<file path="src/tcw_pkg.sv">
package tcw_pkg;

	// Default geometry
	localparam int ROWS_DEF     = 25;
	localparam int COLUMNS_DEF  = 80;
	localparam int TAB_STEP_DEF = 8;

	// Fixed field widths
	localparam int ROW_FIELD_W  = 5;
	localparam int COL_FIELD_W  = 7;
	localparam int HWC_W        = 11;
	localparam int CELL_W       = 16;
	localparam int ATTR_W       = 8;
	localparam int CFG_INDEX_W  = 1;
	localparam int CFG_DATA_W   = 8;

	// Register indexes
	localparam logic [CFG_INDEX_W-1:0] CFG_TEXT_ATTR  = 1'b0;
	localparam logic [CFG_INDEX_W-1:0] CFG_BLANK_ATTR = 1'b1;

	// Register reset values
	localparam logic [ATTR_W-1:0] TEXT_ATTR_RST  = 8'd37;
	localparam logic [ATTR_W-1:0] BLANK_ATTR_RST = 8'd15;

	// Operations
	localparam logic OP_PUT  = 1'b0;
	localparam logic OP_READ = 1'b1;

	// Control characters
	localparam logic [7:0] CHAR_BS    = 8'd8;
	localparam logic [7:0] CHAR_TAB   = 8'd9;
	localparam logic [7:0] CHAR_LF    = 8'd10;
	localparam logic [7:0] CHAR_FF    = 8'd12;
	localparam logic [7:0] CHAR_CR    = 8'd13;
	localparam logic [7:0] CHAR_SPACE = 8'h20;

	// Cell value after reset: default blank attribute with a space
	localparam logic [CELL_W-1:0] CELL_RST = {BLANK_ATTR_RST, CHAR_SPACE};

	typedef struct packed {
		logic       operation;
		logic [7:0] char_code;
		logic       end_of_string;
		logic [4:0] read_row;
		logic [6:0] read_column;
	} tcw_in_t;

	typedef struct packed {
		logic [4:0]  cursor_row;
		logic [6:0]  cursor_column;
		logic [10:0] cursor_register;
		logic [15:0] cell_value;
	} tcw_out_t;

	// What a put byte asks of the store
	typedef struct packed {
		logic write_glyph;
		logic clear;
		logic scroll;
	} tcw_step_t;

	typedef enum logic [2:0] {
		S_CLEAR,
		S_IDLE,
		S_READ,
		S_SCROLL,
		S_FILL
	} tcw_state_t;

endpackage

</file>
<file path="src/tcw_cursor_step.sv">
module tcw_cursor_step
	import tcw_pkg::*;
#(
	parameter int ROWS     = ROWS_DEF,
	parameter int COLUMNS  = COLUMNS_DEF,
	parameter int TAB_STEP = TAB_STEP_DEF,
	localparam int RW = (ROWS > 1) ? $clog2(ROWS) : 1,
	localparam int CW = $clog2(COLUMNS)
) (
	input  logic [RW-1:0] row,
	input  logic [CW-1:0] col,
	input  logic [7:0]    char_code,
	output tcw_step_t     step,
	output logic [RW-1:0] next_row,
	output logic [CW-1:0] next_col
);

	logic [RW:0] row_inc;
	logic [RW:0] row_n;
	logic [CW:0] col_inc;
	logic [CW:0] col_tab;
	logic [CW-1:0] col_n;
	logic glyph;
	logic clr;

	assign row_inc = {1'b0, row} + (RW+1)'(1);
	assign col_inc = {1'b0, col} + (CW+1)'(1);
	assign col_tab = {1'b0, col} + (CW+1)'(TAB_STEP);

	// Cursor move per byte
	always_comb begin
		row_n = {1'b0, row};
		col_n = col;
		glyph = 1'b0;
		clr   = 1'b0;
		case (char_code)
			CHAR_BS: begin
				if (col != '0) col_n = col - CW'(1);
			end
			CHAR_CR: begin
				col_n = '0;
			end
			CHAR_LF: begin
				row_n = row_inc;
				col_n = '0;
			end
			CHAR_TAB: begin
				// sum stays below twice the row length: one subtract wraps it
				if (col_tab >= (CW+1)'(COLUMNS)) begin
					row_n = row_inc;
					col_n = CW'(col_tab - (CW+1)'(COLUMNS));
				end else begin
					col_n = CW'(col_tab);
				end
			end
			CHAR_FF: begin
				clr   = 1'b1;
				row_n = '0;
				col_n = '0;
			end
			default: begin
				glyph = 1'b1;
				if (col_inc >= (CW+1)'(COLUMNS)) begin
					col_n = '0;
					row_n = row_inc;
				end else begin
					col_n = CW'(col_inc);
				end
			end
		endcase
	end

	// Past the last row: scroll and stay on the last row
	always_comb begin
		step.write_glyph = glyph;
		step.clear       = clr;
		step.scroll      = (row_n >= (RW+1)'(ROWS));
		next_row         = step.scroll ? RW'(ROWS - 1) : RW'(row_n);
		next_col         = col_n;
	end

endmodule

</file>
<file path="config.mk">
export PLATFORM = sky130hd
export DESIGN_NAME = tcw_cursor_step
export DESIGN_NICKNAME = d
export VERILOG_FILES = /design/src/tcw_pkg.sv /design/src/tcw_cursor_step.sv
export SDC_FILE = /design/constraint.sdc
export NUM_CORES = 1
export LEC_CHECK = 0
export ABC_CLOCK_PERIOD_IN_PS = 5200
export BUFFER_PORTS_ARGS = -buffer_cell sky130_fd_sc_hd__buf_4
export CELL_PAD_IN_SITES_DETAIL_PLACEMENT = 1
export CELL_PAD_IN_SITES_GLOBAL_PLACEMENT = 1
export CORE_MARGIN = 4
export CORE_UTILIZATION = 41
export DETAILED_ROUTE_END_ITERATION = 8
export GPL_TIMING_DRIVEN = 0
export PLACE_DENSITY = 0.95
export REMOVE_ABC_BUFFERS = 1
export SLEW_MARGIN = 10
export SYNTH_ARGS = -nofsm -noshare
export SYNTH_HDL_FRONTEND = slang
export SYNTH_SLANG_ARGS = --single-unit
</file>
<file path="constraint.sdc">
create_clock -name vclk -period 5.2
set_input_delay 0.78 -clock vclk [all_inputs]
set_output_delay 0.78 -clock vclk [all_outputs]
set_load 0.01 [all_outputs]
</file>
==> metrics, run 1 <==
combinational power share=100.0%; Fill cells=338; register area share after synthesis=0%; post-route cell area=1290 um^2; routed len/inst=17.2 um; num rows=18; Ant. Diodes=0; port bufs=35; Final period util=79.2%; Layout area overhead=19.8%; # hold bufs at CTS=0; Synth top area share=10.4%; min Tclk post-route=4120 ps; area of the core=2500 um^2; Syn Area/Cell=7.45 um^2; Max FO, Critical Path=8; Die Footprint=3520 um^2; Post-Syn Area=1080 um^2; initial antenna violation count=0; first-pass GRT wire length=6.01 mm; fmax=243 MHz; Die H=59.3 um; Initial Util=43.2%; GRT Util Overall=20.7%; Clk network pwr share=0%; dpl cell area=1290 um^2; Setup CP Type=in2out; Worst Path Required=4420 ps; drt pass-1 iters=4; Final Hold Fails=0; cell count after synthesis=145; total I/O pin count=35; Synth area leaders=ha_1, o21ai_0, buf_6, nand2_1, a21oi_1; proportion of layout cells with a drive suffix above 1=31.2%; internal power=0.0000518 W; max_cap viols=0; Storage cell area=0 um^2; Net Sw Frac=54.9%; Residual DRC=0; outcome=complete, no violations; unrepaired setup endpoints after global routing=no; pwr/cell area=88.8 nW/um^2; Flop pwr share=0%; peak supply drop=0.0000477 V; routability congestion estimate=0.850; Synth area leader=ha_1; initial DRC count=34; PostCTS Resize Cnt=0; largest net degree at the start of global routing=17; fin nets=201; multi-input logic area=963 um^2; final HPWL from detailed placement=2.88 mm; grt ovf=0; clock buf count=0; CP Capture Type=primary output; num sequential=0; antenna viol nets, final=0; kind of start point of the critical path=primary input; post-synthesis cell type count=52; Setup Fix Bufs, Post-CTS=0; net switching power=0.0000630 W; vias in the first global route=1,334; DR vias/cell=6.23; DRT Wirelength=3.44 mm; Slew Viols, Final=0; Pleak=0.514 nW; # setup viols final=0; width of the die=59.3 um; Setup TNS=0 ps; synth warn=0; routed via count=1,245; Hold Crit Class=in2out; Slew HR=46.3%; CP arrival=3340 ps; Slew @ Worst Pin=806 ps
-- layer usage --
metal,wire [um],vias up,GRT usage (%)
met1,1350,603,25.3
li1,-,597,-
met4,31,0,3.88
met5,0,-,0
met2,1830,41,39.0
met3,219,4,1.74
-- cells in the mapped netlist (all sizes together) (4+ instances only) --
| cell | n |
|---|---|
| nand2 | 13 |
| o21ai | 12 |
| a21oi | 11 |
| nor2 | 11 |
| buf | 10 |
| ha | 9 |
| inv | 8 |
| nand3 | 8 |
| nor3 | 7 |
| xnor2 | 7 |
| a31oi | 4 |
| nor2b | 4 |
| o22ai | 4 |
-- power groups by stage --
stage               Sequential [W]  Clock (W)  Combinational, W
detailed placement               0          0          0.000115
global route                     0          0          0.000127
global placement                 0          0          0.000109
floorplan                        0          0         0.0000625
CTS                              0          0          0.000115
finish                           0          0          0.000115
-- metrics by stage --
step | utilization [%] | hold WS [ps] | worst slack, ps | power, W | instances
2_1_floorplan | - | 1640 | 1660 | 0.0000625 | 135
3_3_place_gp | 51.8 | 1870 | 1220 | 0.000109 | 200
3_5_place_dp | 51.8 | 1880 | 1090 | 0.000115 | 200
4_1_cts | 51.8 | 1880 | 1080 | 0.000115 | 200
5_1_grt | 51.8 | 1900 | 895 | 0.000127 | 200
6_report | 51.8 | 1880 | 1080 | 0.000115 | 200
-- cells by family (layout without fill, tap and decap cells) --
| kind of cell | Yosys count | after routing | synth area share [%] |
|---|---|---|---|
| AOI/OAI and AO/OA | 52 | 52 | 34.9 |
| and+or+nand+nor | 59 | 59 | 35.1 |
| buffers and inverters | 18 | 43 | 10.8 |
| xor gates and xnor gates | 7 | 7 | 8.81 |
| adders and majority gates | 9 | 9 | 10.4 |
-- path summary, 6_finish.rpt --
kind / startpoint / end / depth (start not counted)
worst max-delay path: col[3] / step[0] / 12
worst min-delay path: row[0] / next_row[0] / 3
-- placed cells by master, fill, tap and decap left out, drive strengths merged, types with 2 or more instances in the layout --
master / n
a211oi: 2
a21oi: 11
a221o: 2
a31oi: 4
buf: 35
ha: 9
inv: 8
nand2: 13
nand2b: 2
nand3: 8
nor2: 11
nor2b: 4
nor3: 7
nor4: 3
o21ai: 12
o22ai: 4
o31ai: 3
or2b: 2
xnor2: 7
-- critical path, cell delays in order --
cell and delay (ps):
buf_4 150, ha_1 290, xnor2_1 260, ha_1 220, nand4b_1 180, a21oi_2 230
a21oi_2 130, or3_4 430, o21a_1 200, nor3_4 200, a21o_1 150, buf_4 110
-- layout make-up --
| cell class | count | share of cell area, % |
|---|---|---|
| timing repair buffer | 35 | 20.3 |
| inverter | 8 | 2.32 |
| tap | 30 | 2.90 |
| multi-input combinational | 127 | 74.5 |
No activity file was read; power rests on OpenSTA's default activity.
==> run 2: changes to the inputs <==
--- a/config.mk
+++ b/config.mk
@@ -5,15 +5,16 @@
 export SDC_FILE = /design/constraint.sdc
 export NUM_CORES = 1
 export LEC_CHECK = 0
-export ABC_CLOCK_PERIOD_IN_PS = 5200
+export ABC_AREA = 1
+export ABC_CLOCK_PERIOD_IN_PS = 3800
 export BUFFER_PORTS_ARGS = -buffer_cell sky130_fd_sc_hd__buf_4
 export CELL_PAD_IN_SITES_DETAIL_PLACEMENT = 1
 export CELL_PAD_IN_SITES_GLOBAL_PLACEMENT = 1
 export CORE_MARGIN = 4
-export CORE_UTILIZATION = 41
+export CORE_UTILIZATION = 37
 export DETAILED_ROUTE_END_ITERATION = 8
 export GPL_TIMING_DRIVEN = 0
-export PLACE_DENSITY = 0.95
+export PLACE_DENSITY = 0.9
 export REMOVE_ABC_BUFFERS = 1
 export SLEW_MARGIN = 10
 export SYNTH_ARGS = -nofsm -noshare
==> constraint.sdc (replaced) <==
create_clock -name vclk -period 3.8
set_input_delay 0.57 -clock vclk [all_inputs]
set_output_delay 0.57 -clock vclk [all_outputs]
set_load 0.01 [all_outputs]
==> run 2 against run 1 <==
Effect of this change: global-route usage down 3.8 points; synthesized cell count up 42%; cell count is 40% higher; sequential share of layout area is the same; clock-buffer cell count did not move; first-iteration DRC count is 12% higher; die area up 19%; critical path type unchanged; largest power group unchanged.
==> metrics, run 2 <==
DR vias/cell=4.96 (-20%); register area share after synthesis=0% (unchanged); Setup TNS=0 ps (unchanged); Layout area overhead=22.9%; Die H=64.7 um (+9.0%); CP arrival=2690 ps (-650 ps); peak supply drop=0.0000498 V (+4.4%); antenna viol nets, final=0 (unchanged); final core utilization=47.9% (-3.9 points); Post-Syn Area=1190 um^2 (+10%); Worst Path Required=3230 ps (-1190 ps); # hold bufs at CTS=0 (unchanged); grt ovf=0 (unchanged); Slew HR=58.7% (+12 points); Ant. Diodes=0 (unchanged); combinational power share=100.0% (about the same); num rows=20 (+2); width of the die=64.7 um (+9.0%); Flop pwr share=0% (unchanged); top cells by count, synth=nand2_1, inv_1, nand3_1; Synth area leaders=nand2_1, inv_1, ha_1, nand3_1, nand2_2; drt pass-1 iters=4 (unchanged); area of the core=3050 um^2 (+22%); routed len/inst=12.3 um (-28%); commonest non-fill, non-tap cell in the layout=nand2_1; Fill cells=451 (+33%); Setup CP Type=in2out; Synth area leader=nand2_1; first-pass GRT wire length=5.95 mm (-1.0%); Slew Viols, Final=0 (unchanged); Hold Crit Class=in2out; synth warn=0 (unchanged); Syn Area/Cell=5.77 um^2 (-23%); largest net degree at the start of global routing=10 (-7); Hold EP=next_col[0]; pwr/cell area=115 nW/um^2 (+29%); Synth top area share=15.8% (+5.4 points); Initial Util=38.9% (-4.3 points); unrepaired setup endpoints after global routing=no; initial DRC count=38 (+12%); # setup viols final=0 (unchanged); GRT Util Overall=16.9% (-3.8 points); CP most frequent cell=nand2_2; Die Footprint=4180 um^2 (+19%); Storage cell area=0 um^2 (unchanged); proportion of layout cells with a drive suffix above 1=30.5% (-0.67 points); min Tclk post-route=3260 ps; Pleak=0.808 nW (+57%); Residual DRC=0 (unchanged); total I/O pin count=35 (unchanged); Final period util=85.9%; Final Hold Fails=0 (unchanged); post-synthesis cell type count=33 (-37%); Net Sw Frac=58.3% (+3.4 points); HP Start=col[0]; CP Cell Sequence=buf_4, ha_1, inv_1, nand2_1, nand2_2, inv_1, ha_1, nand4_1, nand2_1, nand2_2, nand2_2, nand2_2, nand2_2, nand2_1, nand3_1, nand2_1, inv_1, nand3_2, nand2_2, nor2_2, buf_4; Slew @ Worst Pin=614 ps (-192 ps); initial antenna violation count=0 (unchanged); final HPWL from detailed placement=3.05 mm (+6.1%); fin nets=267 (+33%); DRT Wirelength=3.45 mm (+0.44%); Max FO, Critical Path=9 (+1); CP Capture Type=primary output; fmax=306 MHz; Crit-path slowest cell=ha_1; PostCTS Resize Cnt=0 (unchanged); count leader, synth=nand2_1; net switching power=0.0000978 W (+55%); vias in the first global route=1,381 (+3.5%); most frequent cells in the layout=nand2_1, buf_4, inv_1, nand3_1, nor2_1; Crit path largest cell delay=250 ps (-180 ps); num sequential=0 (unchanged); Clk network pwr share=0% (unchanged); hold path cells=3 (unchanged); routed via count=1,389 (+12%); max_cap viols=0 (unchanged); clock buf count=0 (unchanged); outcome=complete, no violations; port bufs=35 (unchanged); routability congestion estimate=0.790 (-7.0%); cell count after synthesis=206 (+42%); Setup Fix Bufs, Post-CTS=0 (unchanged); kind of start point of the critical path=primary input; internal power=0.0000701 W (+35%); hold_ws=1480 ps (-393 ps)
[run 2: layout make-up]
type	instances	area [um^2]	area share (%)
Multi-Input combinational cell	162	995	68.1
Tap cell	44	55.1	3.77
Inverter	39	149	10.2
Timing Repair Buffer	35	263	18.0
[run 2: metal layers]
| metal | GRT usage [%] | wire [um] | vias to the layer above |
|---|---|---|---|
| met5 | 0 | 0 | - |
| met4 | 1.06 | 0 | 0 |
| met3 | 0.520 | 99 | 0 |
| met2 | 32.2 | 1710 | 18 |
| met1 | 21.8 | 1640 | 649 |
| li1 | - | - | 722 |
[run 2: power groups by stage]
stage                     logic [W]  clock network (W)  registers, W
after floorplan           0.0000964                  0             0
after global placement     0.000164                  0             0
after detailed placement   0.000169                  0             0
after CTS                  0.000170                  0             0
after global routing       0.000188                  0             0
final                      0.000168                  0             0
[run 2: cell families (layout without fill, tap and decap cells)]
group	after synthesis	after routing	synth area share (%)
adder cells (fa/ha/maj)	9	9	9.47
XOR/XNOR	8	8	5.89
AO/OA/AOI/OAI	24	24	16.1
buffers and inverters	44	74	16.3
AND/OR/NAND/NOR	121	121	52.2
[run 2: critical path, delay by kind of cell]
family	cells	cell delay [ps]
buf+inv	5	480
simple gates	14	1220
fa+ha+maj	2	420
[run 2: worst max-delay path by stage]
stage,from,endpoint,slack (ps),cells past startpoint
3_5_place_dp,col[3],next_row[0],530,21
4_1_cts,col[3],next_row[0],520,21
3_3_place_gp,col[3],next_row[0],630,21
5_1_grt,col[3],next_row[0],280,21
6_report,col[3],next_row[0],540,21
2_1_floorplan,col[3],next_row[0],1040,19
[run 2: per-stage QoR]
step / instance area [um^2] / cells / setup slack (ps) / total power, W
2_1_floorplan: 1140 / 201 / 1040 / 0.0000964
3_3_place_gp: 1460 / 280 / 629 / 0.000164
3_5_place_dp: 1460 / 280 / 528 / 0.000169
4_1_cts: 1460 / 280 / 518 / 0.000170
5_1_grt: 1460 / 280 / 283 / 0.000188
6_report: 1460 / 280 / 536 / 0.000168
